File: config.mk
export PLATFORM = sky130hd
export DESIGN_NAME = sppd_cfg_regs
export DESIGN_NICKNAME = d
export VERILOG_FILES = /design/src/rtl/sppd_pkg.sv /design/src/rtl/sppd_cfg_regs.sv
export SDC_FILE = /design/constraint.sdc
export NUM_CORES = 1
export LEC_CHECK = 0
export ABC_AREA = 1
export BUFFER_PORTS_ARGS = -buffer_cell sky130_fd_sc_hd__buf_2
export CORE_MARGIN = 2
export CORE_UTILIZATION = 56
export CTS_BUF_LIST = sky130_fd_sc_hd__clkbuf_2 sky130_fd_sc_hd__clkbuf_4 sky130_fd_sc_hd__clkbuf_8
export CTS_CLUSTER_DIAMETER = 50
export CTS_CLUSTER_SIZE = 16
export DETAILED_ROUTE_END_ITERATION = 8
export GPL_TIMING_DRIVEN = 0
export PLACE_DENSITY = 0.88
export SETUP_SLACK_MARGIN = 0.4
export SKIP_CTS_REPAIR_TIMING = 1
export SYNTH_ARGS = -nofsm -noshare
export SYNTH_HDL_FRONTEND = slang
export SYNTH_SLANG_ARGS = --single-unit
File: constraint.sdc
create_clock -name clk -period 2.6 [get_ports clk]
set_clock_uncertainty 0.1 [all_clocks]
set_input_delay 0.39 -clock clk [delete_from_list [all_inputs] [get_ports clk]]
set_output_delay 0.39 -clock clk [all_outputs]
set_load 0.02 [all_outputs]
File: src/rtl/sppd_pkg.sv
// Shared types, constants and arithmetic helpers for the stereo ping-pong delay.
// Used by every module of the block; depends on nothing else.
`timescale 1ns / 1ps
`default_nettype none

package sppd_pkg;

  localparam int HIST_AW    = 16;
  localparam int HIST_DEPTH = 1 << HIST_AW;
  localparam int SAMPLE_W   = 24;
  localparam int GAIN_W     = 16;
  localparam int DELAY_W    = 16;
  localparam int CFG_IDX_W  = 8;
  localparam int CFG_DATA_W = 16;
  localparam int PROD_W     = SAMPLE_W + GAIN_W + 1;
  localparam int DIFF_W     = SAMPLE_W + 2;
  localparam int FB_SHIFT   = GAIN_W - 1;

  localparam logic [CFG_IDX_W-1:0] REG_LEFT_DELAY  = CFG_IDX_W'(0);
  localparam logic [CFG_IDX_W-1:0] REG_RIGHT_DELAY = CFG_IDX_W'(1);
  localparam logic [CFG_IDX_W-1:0] REG_LEFT_GAIN   = CFG_IDX_W'(2);
  localparam logic [CFG_IDX_W-1:0] REG_RIGHT_GAIN  = CFG_IDX_W'(3);

  typedef logic [HIST_AW-1:0]         hist_addr_t;
  typedef logic signed [SAMPLE_W-1:0] sample_t;
  typedef logic signed [GAIN_W-1:0]   gain_t;

  localparam sample_t SAMPLE_MAX = {1'b0, {(SAMPLE_W-1){1'b1}}};
  localparam sample_t SAMPLE_MIN = {1'b1, {(SAMPLE_W-1){1'b0}}};

  typedef struct packed {
    hist_addr_t left_delay;
    hist_addr_t right_delay;
    gain_t      left_gain;
    gain_t      right_gain;
  } cfg_t;

  typedef struct packed {
    logic    valid;
    sample_t left;
    sample_t right;
  } result_t;

  function automatic hist_addr_t clamp_delay(input logic [DELAY_W-1:0] d);
    hist_addr_t res;
    if (32'(d) > 32'(HIST_DEPTH - 1)) begin
      res = hist_addr_t'(HIST_DEPTH - 1);
    end else begin
      res = hist_addr_t'(d);
    end
    return res;
  endfunction

  // Subtracts the rounded Q1.15 scaled tap from the sample and saturates to 24 bits.
  function automatic sample_t mix_sample(input sample_t x, input gain_t g, input sample_t tap);
    logic signed [PROD_W-1:0] prod;
    logic signed [PROD_W-1:0] rnd;
    logic signed [DIFF_W-1:0] fb;
    logic signed [DIFF_W-1:0] diff;
    sample_t                  res;
    prod = PROD_W'(g) * PROD_W'(tap);
    rnd  = prod + PROD_W'(1 << (FB_SHIFT - 1));
    fb   = DIFF_W'(rnd >>> FB_SHIFT);
    diff = DIFF_W'(x) - fb;
    if (diff[DIFF_W-1:SAMPLE_W-1] == '0 || diff[DIFF_W-1:SAMPLE_W-1] == '1) begin
      res = diff[SAMPLE_W-1:0];
    end else if (diff[DIFF_W-1]) begin
      res = SAMPLE_MIN;
    end else begin
      res = SAMPLE_MAX;
    end
    return res;
  endfunction

endpackage

`default_nettype wire

File: src/rtl/sppd_cfg_regs.sv
// Configuration register file for the delays and gains.
// Depends on sppd_pkg.
`timescale 1ns / 1ps
`default_nettype none

module sppd_cfg_regs (
  input  wire logic                             clk,
  input  wire logic                             rst_n,
  input  wire logic                             cfg_valid,
  output logic                                  cfg_ready,
  input  wire logic [sppd_pkg::CFG_IDX_W-1:0]   cfg_index,
  input  wire logic [sppd_pkg::CFG_DATA_W-1:0]  cfg_data,
  output sppd_pkg::cfg_t                        cfg
);
  import sppd_pkg::*;

  logic [DELAY_W-1:0] left_delay_r;
  logic [DELAY_W-1:0] right_delay_r;
  gain_t              left_gain_r;
  gain_t              right_gain_r;

  assign cfg_ready = 1'b1;

  always_ff @(posedge clk) begin
    if (!rst_n) begin
      left_delay_r  <= '0;
      right_delay_r <= '0;
      left_gain_r   <= '0;
      right_gain_r  <= '0;
    end else if (cfg_valid && cfg_ready) begin
      case (cfg_index)
        REG_LEFT_DELAY:  left_delay_r  <= DELAY_W'(cfg_data);
        REG_RIGHT_DELAY: right_delay_r <= DELAY_W'(cfg_data);
        REG_LEFT_GAIN:   left_gain_r   <= gain_t'(cfg_data);
        REG_RIGHT_GAIN:  right_gain_r  <= gain_t'(cfg_data);
        default: ;
      endcase
    end
  end

  assign cfg.left_delay  = clamp_delay(left_delay_r);
  assign cfg.right_delay = clamp_delay(right_delay_r);
  assign cfg.left_gain   = left_gain_r;
  assign cfg.right_gain  = right_gain_r;

endmodule

`default_nettype wire

Yosys cells after proc, flatten, opt, wreduce, memory -nomap -nowiden

Cells that the tools add are included.

Output and inout port bits: 65
Logic and storage cells: 12
Input bits: 27
Flip-flop bits (word level): 64

Reduce and logical (&&, ||, !) cells: 5
Eq/ne operators: 3

Operator list:

| cell                                                | count |
|---|---|
| equality test 8 x 2 -> 1 bit, second input constant | 2 |
| equality test 8 x 1 -> 1 bit, second input constant | 1 |
| zero test 8 bit                                     | 1 |
| AND reduction 2 bit                                 | 4 |

Logic depth before layout (Yosys ltp)

Gate-level depths: netlist (run 1).

Depth after elaboration: 2
Depth in mapped cells: 7
Gate-level depth less buffers: 6

Least setup slack after synthesis (run 1)

Ideal clock, no wire load.

Kind: input to register
Start point: input port cfg_index[7] (netlist name)
End point: register right_delay_r[10]
Setup time: 115 ps
Path buffers: 1
Setup slack: 1,260 ps
Data required time: 2,385 ps
Stages: 7
Arrival: 1,125 ps
Cell sequence: nor2_1 nand2_2 nor2_8 buf_6 nand3_1 nand2_1 nor2_1

Word-level cells in the longest chain between the ends: 2

Ends and longest elaborated chain:

| element                              | line                | text |
|---|---|---|
| from (decl)                          | sppd_cfg_regs.sv:11 | `input wire logic [sppd_pkg::CFG_IDX_W-1:0] cfg_index,` |
| equality test 8 x 1 -> 1 bit         | sppd_cfg_regs.sv:31 | `case (cfg_index)` |
| AND reduction 2 bit (no source line) | -                   |  |
| to (signal assigned)                 | sppd_cfg_regs.sv:33 | `REG_RIGHT_DELAY: right_delay_r <= DELAY_W'(cfg_data);` |
| to (decl)                            | sppd_cfg_regs.sv:18 | `logic [DELAY_W-1:0] right_delay_r;` |

Every way passes these cells.
A chain may end at the register's enable or synchronous reset.

Worst setup path after layout (run 1)

Start point: register right_delay_r[15]
End point: output port cfg[47] (netlist name)

RTL lines:

| element   | line                | text |
|---|---|---|
| to (decl) | sppd_cfg_regs.sv:13 | `output sppd_pkg::cfg_t cfg` |

No word-level cell between the ends.

==> impl_metrics.json, run 1 <==
{
  "ir_drop_uv": 393,
  "synth_nets": 409,
  "cts-htree-levels": 3,
  "synth_top_family_by_area": "simple AND/OR/NAND/NOR gates",
  "cp_cell_sequence": "buf_2",
  "vias": 2995,
  "n_fill_cell": 401,
  "end_kind": "primary output",
  "status": "finished, final reports clean",
  "final_hold_viol_count": 0,
  "clkSlewWorstSetupHoldPaths_ns": 0.07,
  "reg2reg_to": "right_delay_r[15]$_SDFFE_PN0P_",
  "yosys_warnings": 0,
  "place_area_mm2": 0.00332,
  "cts.sink_count": 64,
  "avgRoutedWirePerCell_um": 14.2,
  "register_area_mm2": 0.00128,
  "crit_type": "reg2out",
  "cp_max_fo": 2,
  "synth.yosys.seq_area_share_pct": 45.8,
  "clock-root-buffer": "clkbuf_8",
  "clock_path_buffers": 2,
  "cts_buffers": 9,
  "drive_gt1_share_pct": 28.4,
  "gr-usage-all-layers_pct": 29.8,
  "multi_input_area_mm2": 0.00121,
  "cp.required_ns": 2.11,
  "grt_max_degree": 11,
  "synth_area_mm2": 0.00280,
  "period_needed_ns": 1.41,
  "fp.coreArea_mm2": 0.00475,
  "die_area_mm2": 0.00557,
  "cts_tree": "done",
  "post-dp-hpwl_um": 5540,
  "hold_end": "left_delay_r[9]$_SDFFE_PN0P_",
  "drv_cap": 0,
  "num_rows": 25,
  "synth-compound-area-share_pct": 11.7,
  "reg2reg_depth": 2,
  "fin_crit_sh_pct": 54.2,
  "area_delta_synth_final_pct": 25.7,
  "overflow": 0,
  "layout_common_cells": "buf_2 (100), nor2_1 (66), nand2_1 (65)",
  "dr.pass1.iters": 5,
  "ys_seq_elements": 64,
  "power_density_mw_per_mm2": 564,
  "io_buffer_count": 89,
  "drtAntennaViolNets": 0,
  "die-height_um": 74.7,
  "synth.area.mux_share_pct": 0,
  "start_kind": "flip-flop",
  "hold_ws_ns": 0.265,
  "cp_top_family": "flip-flops",
  "hold_depth": 3,
  "die_w_um": 74.7,
  "synth.distinct_cells": 16,
  "vias_per_cell": 5.42,
  "synthAdderAreaFrac_pct": 0,
  "hp-start": "rst_n",
  "syn_avg_cell_area_um2": 7.32,
  "clk_latency_ns": 0.35,
  "layout_commonest_cell": "buf_2",
  "crit_arrival_ns": 0.92,
  "diodes": 0,
  "yosys.area_share.xor_xnor_pct": 0,
  "io_pins": 92,
  "leakage_nw": 1.78,
  "tns_ns": 0,
  "rrSetupSlack_ns": 1.82,
  "setup_violations": 0,
  "critPathMaxStageDelay_ns": 0.38,
  "routed_wl_um": 7860,
  "rsz0062_at_grt": "false",
  "rr_startpoint": "right_delay_r[15]$_SDFFE_PN0P_",
  "place.gp.congestion": 0.879,
  "grt_pass1_vias": 2679,
  "fmax_mhz": 709,
  "hp-class": "in2reg",
  "critical_path.slowest_cell": "dfxtp_1",
  "grt_pass1_wl_um": 12300,
  "fin_area_mm2": 0.00351,
  "drt_iter0_drc": 230,
  "slew_viol_final": 0,
  "drc": 0,
  "antenna_found_initial": 0,
  "path_buf_inv": 1,
  "nets": 509,
  "start_util_pct": 58.8,
  "synthCells": 382,
  "yosys.area_share.simple_pct": 31.6
}
## metrics by stage
step / utilization [%] / power [W] / setup slack (ns) / cells
2_1_floorplan: - / 0.00110 / 1.26 / 382
3_3_place_gp: 69.9 / 0.00115 / 1.05 / 538
3_5_place_dp: 69.9 / 0.00115 / 0.989 / 538
4_1_cts: 73.9 / 0.00198 / 1.20 / 553
5_1_grt: 73.9 / 0.00203 / 1.16 / 553
6_report: 73.9 / 0.00198 / 1.19 / 553
## power breakdown
group	switching [W]	internal, W
clock network	0.000377	0.000469
logic	0.000108	0.0000445
registers	0.00000122	0.000982
## worst min-delay path: cells and delay by family
family	cells	cell delay, ns
buffers and inverters	1	0.17
and+or+nand+nor	2	0.11
## how the worst max path moves through the flow
stage / from / end / slack (ns) / cells after the start
floorplan: cfg_index[7] / right_delay_r[10]$_SDFFE_PN0P_ / 1.26 / 7
CTS: right_delay_r[15]$_SDFFE_PN0P_ / cfg[47] / 1.20 / 1
finish: right_delay_r[15]$_SDFFE_PN0P_ / cfg[47] / 1.19 / 1
global route: right_delay_r[15]$_SDFFE_PN0P_ / cfg[47] / 1.16 / 1
detailed placement: cfg_index[7] / right_gain_r[14]$_SDFFE_PN0P_ / 0.99 / 8
global placement: cfg_index[5] / left_gain_r[5]$_SDFFE_PN0P_ / 1.05 / 8
## cells by family after synthesis
family                 Yosys count
AOI/OAI and AO/OA               64
buffers and inverters           51
DFF                             64
other                            1
and+or+nand+nor                202
## cell usage after synthesis (all sizes together)
| master | count | area share, % |
|---|---|---|
| nor2 | 70 | 11 |
| nand2 | 68 | 9.4 |
| a21oi | 64 | 12 |
| dfxtp | 64 | 46 |
| nand3 | 64 | 11 |
| buf | 32 | 8.1 |
| inv | 19 | 2.6 |
| conb | 1 | 0.13 |
## final cells by class
cell class,instances,area share (%)
buffer,32,6.48
clock buffer,11,4.13
clock inverter,4,1.28
inverter,19,2.03
multi-input combinational,267,34.6
sequential,64,36.5
tap,67,2.39
timing repair buffer,89,12.7
## sequential cells by signal, indices dropped and copies added, names as in the netlist
register / flops
left_delay_r: 16
left_gain_r: 16
right_delay_r: 16
right_gain_r: 16
## layer usage
metal  vias up  track usage (%)  routed length [µm]
li1       1434                -                   -
met1      1363             36.7                3120
met2       172             47.9                3650
met3        26             5.22                 844
met4         0             19.6                 246
met5         -                0                   0
Power figures use the tool's default switching activity.
==> run 2: changes to the inputs <==
--- a/config.mk
+++ b/config.mk
@@ -8,13 +8,13 @@
 export ABC_AREA = 1
 export BUFFER_PORTS_ARGS = -buffer_cell sky130_fd_sc_hd__buf_2
 export CORE_MARGIN = 2
-export CORE_UTILIZATION = 56
+export CORE_UTILIZATION = 47
 export CTS_BUF_LIST = sky130_fd_sc_hd__clkbuf_2 sky130_fd_sc_hd__clkbuf_4 sky130_fd_sc_hd__clkbuf_8
 export CTS_CLUSTER_DIAMETER = 50
 export CTS_CLUSTER_SIZE = 16
 export DETAILED_ROUTE_END_ITERATION = 8
 export GPL_TIMING_DRIVEN = 0
-export PLACE_DENSITY = 0.88
+export PLACE_DENSITY = 0.79
 export SETUP_SLACK_MARGIN = 0.4
 export SKIP_CTS_REPAIR_TIMING = 1
 export SYNTH_ARGS = -nofsm -noshare
==> constraint.sdc (replaced) <==
create_clock -name clk -period 1.2 [get_ports clk]
set_clock_uncertainty 0.1 [all_clocks]
set_input_delay 0.18 -clock clk [delete_from_list [all_inputs] [get_ports clk]]
set_output_delay 0.18 -clock clk [all_outputs]
set_load 0.02 [all_outputs]
==> run 2 against run 1 <==
- clock power is 100% higher
- critical path depth stayed put
- sequential power is 120% higher
- final area is 33% higher
- utilization is 6.2 points higher
- largest power group unchanged
- power is 120% higher
- worst setup slack worse by 1.1 ns
- count of clock-buffer cells in the layout is 1 higher
- non-clock buffer count is 25 higher
- critical path type unchanged
- cell count is 6.3% higher
==> impl_metrics.json, run 2 (synthesis gave the netlist of run 1 again) <==
{
  "antenna_found_initial": 0,
  "io_buffer_count": 89,
  "overflow": 0,
  "cts_buffers": 9,
  "power_density_mw_per_mm2": 913,
  "rsz0062_at_grt": "true",
  "status": "finished, final reports clean",
  "drive_gt1_share_pct": 60.0,
  "path_buf_inv": 1,
  "die_w_um": 81.1,
  "cp_top_family": "flip-flops",
  "pre_cts_ws_ns": -0.171,
  "leakage_nw": 2.09,
  "final_cells": 588,
  "grt_pass1_vias": 2513,
  "fp.coreArea_mm2": 0.00585,
  "cts.sink_count": 64,
  "critPathMaxStageDelay_ns": 0.37,
  "avgRoutedWirePerCell_um": 18.4,
  "ir_drop_uv": 686,
  "die-height_um": 81.1,
  "diodes": 0,
  "fin_area_mm2": 0.00469,
  "area_delta_synth_final_pct": 67.6,
  "cp_max_fo": 2,
  "post-dp-hpwl_um": 5500,
  "cp.required_ns": 0.92,
  "grt_max_degree": 11,
  "final_hold_viol_count": 0,
  "drt_iter0_drc": 377,
  "crit_type": "reg2out",
  "fmax_mhz": 895,
  "gr-usage-all-layers_pct": 24.3,
  "cp_cell_sequence": "buf_6",
  "p_int_w": 0.00313,
  "place.gp.congestion": 0.839,
  "layout_commonest_cell": "buf_6",
  "final_core_util_pct": 80.1,
  "period_needed_ns": 1.12,
  "place_area_mm2": 0.00337,
  "p_seq_share_pct": 49.8,
  "layout_common_cells": "buf_6 (92), dfxtp_2 (64), nor2_1 (62)",
  "num_rows": 28,
  "start_kind": "flip-flop",
  "p_sw_share_pct": 26.9,
  "drv_cap": 0,
  "end_kind": "primary output",
  "drtAntennaViolNets": 0,
  "p_clk_share_pct": 39.8,
  "clkSlewWorstSetupHoldPaths_ns": 0.07,
  "vias": 3353,
  "layout_setup_ws_ns": 0.0831,
  "clock_path_buffers": 2,
  "crit_arrival_ns": 0.84,
  "p_sw_w": 0.00115,
  "io_pins": 92,
  "clock-root-buffer": "clkbuf_8",
  "fin_crit_sh_pct": 93.1,
  "grt_pass1_wl_um": 12000,
  "slew_viol_final": 0,
  "drc": 0,
  "dr.pass1.iters": 5,
  "placed_cells": 546,
  "cts_tree": "done",
  "routed_wl_um": 10800,
  "cts-htree-levels": 3,
  "n_fill_cell": 331,
  "pwr-share-comb_pct": 10.4,
  "setup_violations": 0,
  "vias_per_cell": 5.70,
  "clk_latency_ns": 0.34,
  "critical_path.slowest_cell": "dfxtp_2",
  "hp-class": "in2reg",
  "start_util_pct": 47.8,
  "tns_ns": 0,
  "die_area_mm2": 0.00658,
  "nets": 536
}
-- run 2: cell count changes in the layout (fill, tap and decap cells not counted), sizes merged --
cell      previous run  this run
clkinv               3         2
clkinvlp             0         1
nor2                70        72
clkbuf              11        19
bufinv               1         0
buf                121       139
-- run 2: worst paths after layout --
check	from	depth (start not counted)	to	slack [ns]
setup / recovery	right_gain_r[13]$_SDFFE_PN0P_	1	cfg[13]	0.08
hold / removal	rst_n	3	left_delay_r[7]$_SDFFE_PN0P_	0.08
setup reg to reg	left_delay_r[5]$_SDFFE_PN0P_	3	left_delay_r[5]$_SDFFE_PN0P_	0.37
hold reg to reg	left_gain_r[9]$_SDFFE_PN0P_	2	left_gain_r[9]$_SDFFE_PN0P_	0.37
-- run 2: through the flow --
stage                     power, W  hold slack (ns)
after floorplan            0.00239            0.336
after global placement     0.00251            0.357
after detailed placement   0.00251            0.364
after CTS                  0.00413           0.0758
after global routing       0.00438           0.0706
final                      0.00428           0.0827
-- run 2: per-layer routing --
layer | track usage (%) | routed length, µm | vias up
met5 | 0 | 0 | -
met4 | 7.63 | 549 | 0
met3 | 4.89 | 935 | 59
met2 | 38.9 | 5280 | 248
met1 | 33.1 | 4030 | 1554
li1 | - | - | 1492
-- run 2: layout make-up --
class | instances | area, µm² | area share, %
flip-flops and latches | 64 | 1360 | 29.1
inverters | 19 | 71.3 | 1.52
plain buffers | 32 | 249 | 5.31
multi-input cells | 269 | 1590 | 34.0
repair buffers | 114 | 1140 | 24.4
clock buffers | 12 | 159 | 3.39
well taps | 75 | 93.8 | 2.00
clock inverters | 3 | 17.5 | 0.374
-- run 2: power groups by stage --
stage / clock network, W / registers (W) / logic [W]
CTS: 0.00166 / 0.00213 / 0.000334
finish: 0.00170 / 0.00213 / 0.000444
detailed placement: 0 / 0.00218 / 0.000332
global route: 0.00178 / 0.00213 / 0.000469
global placement: 0 / 0.00218 / 0.000326
floorplan: 0 / 0.00218 / 0.000205
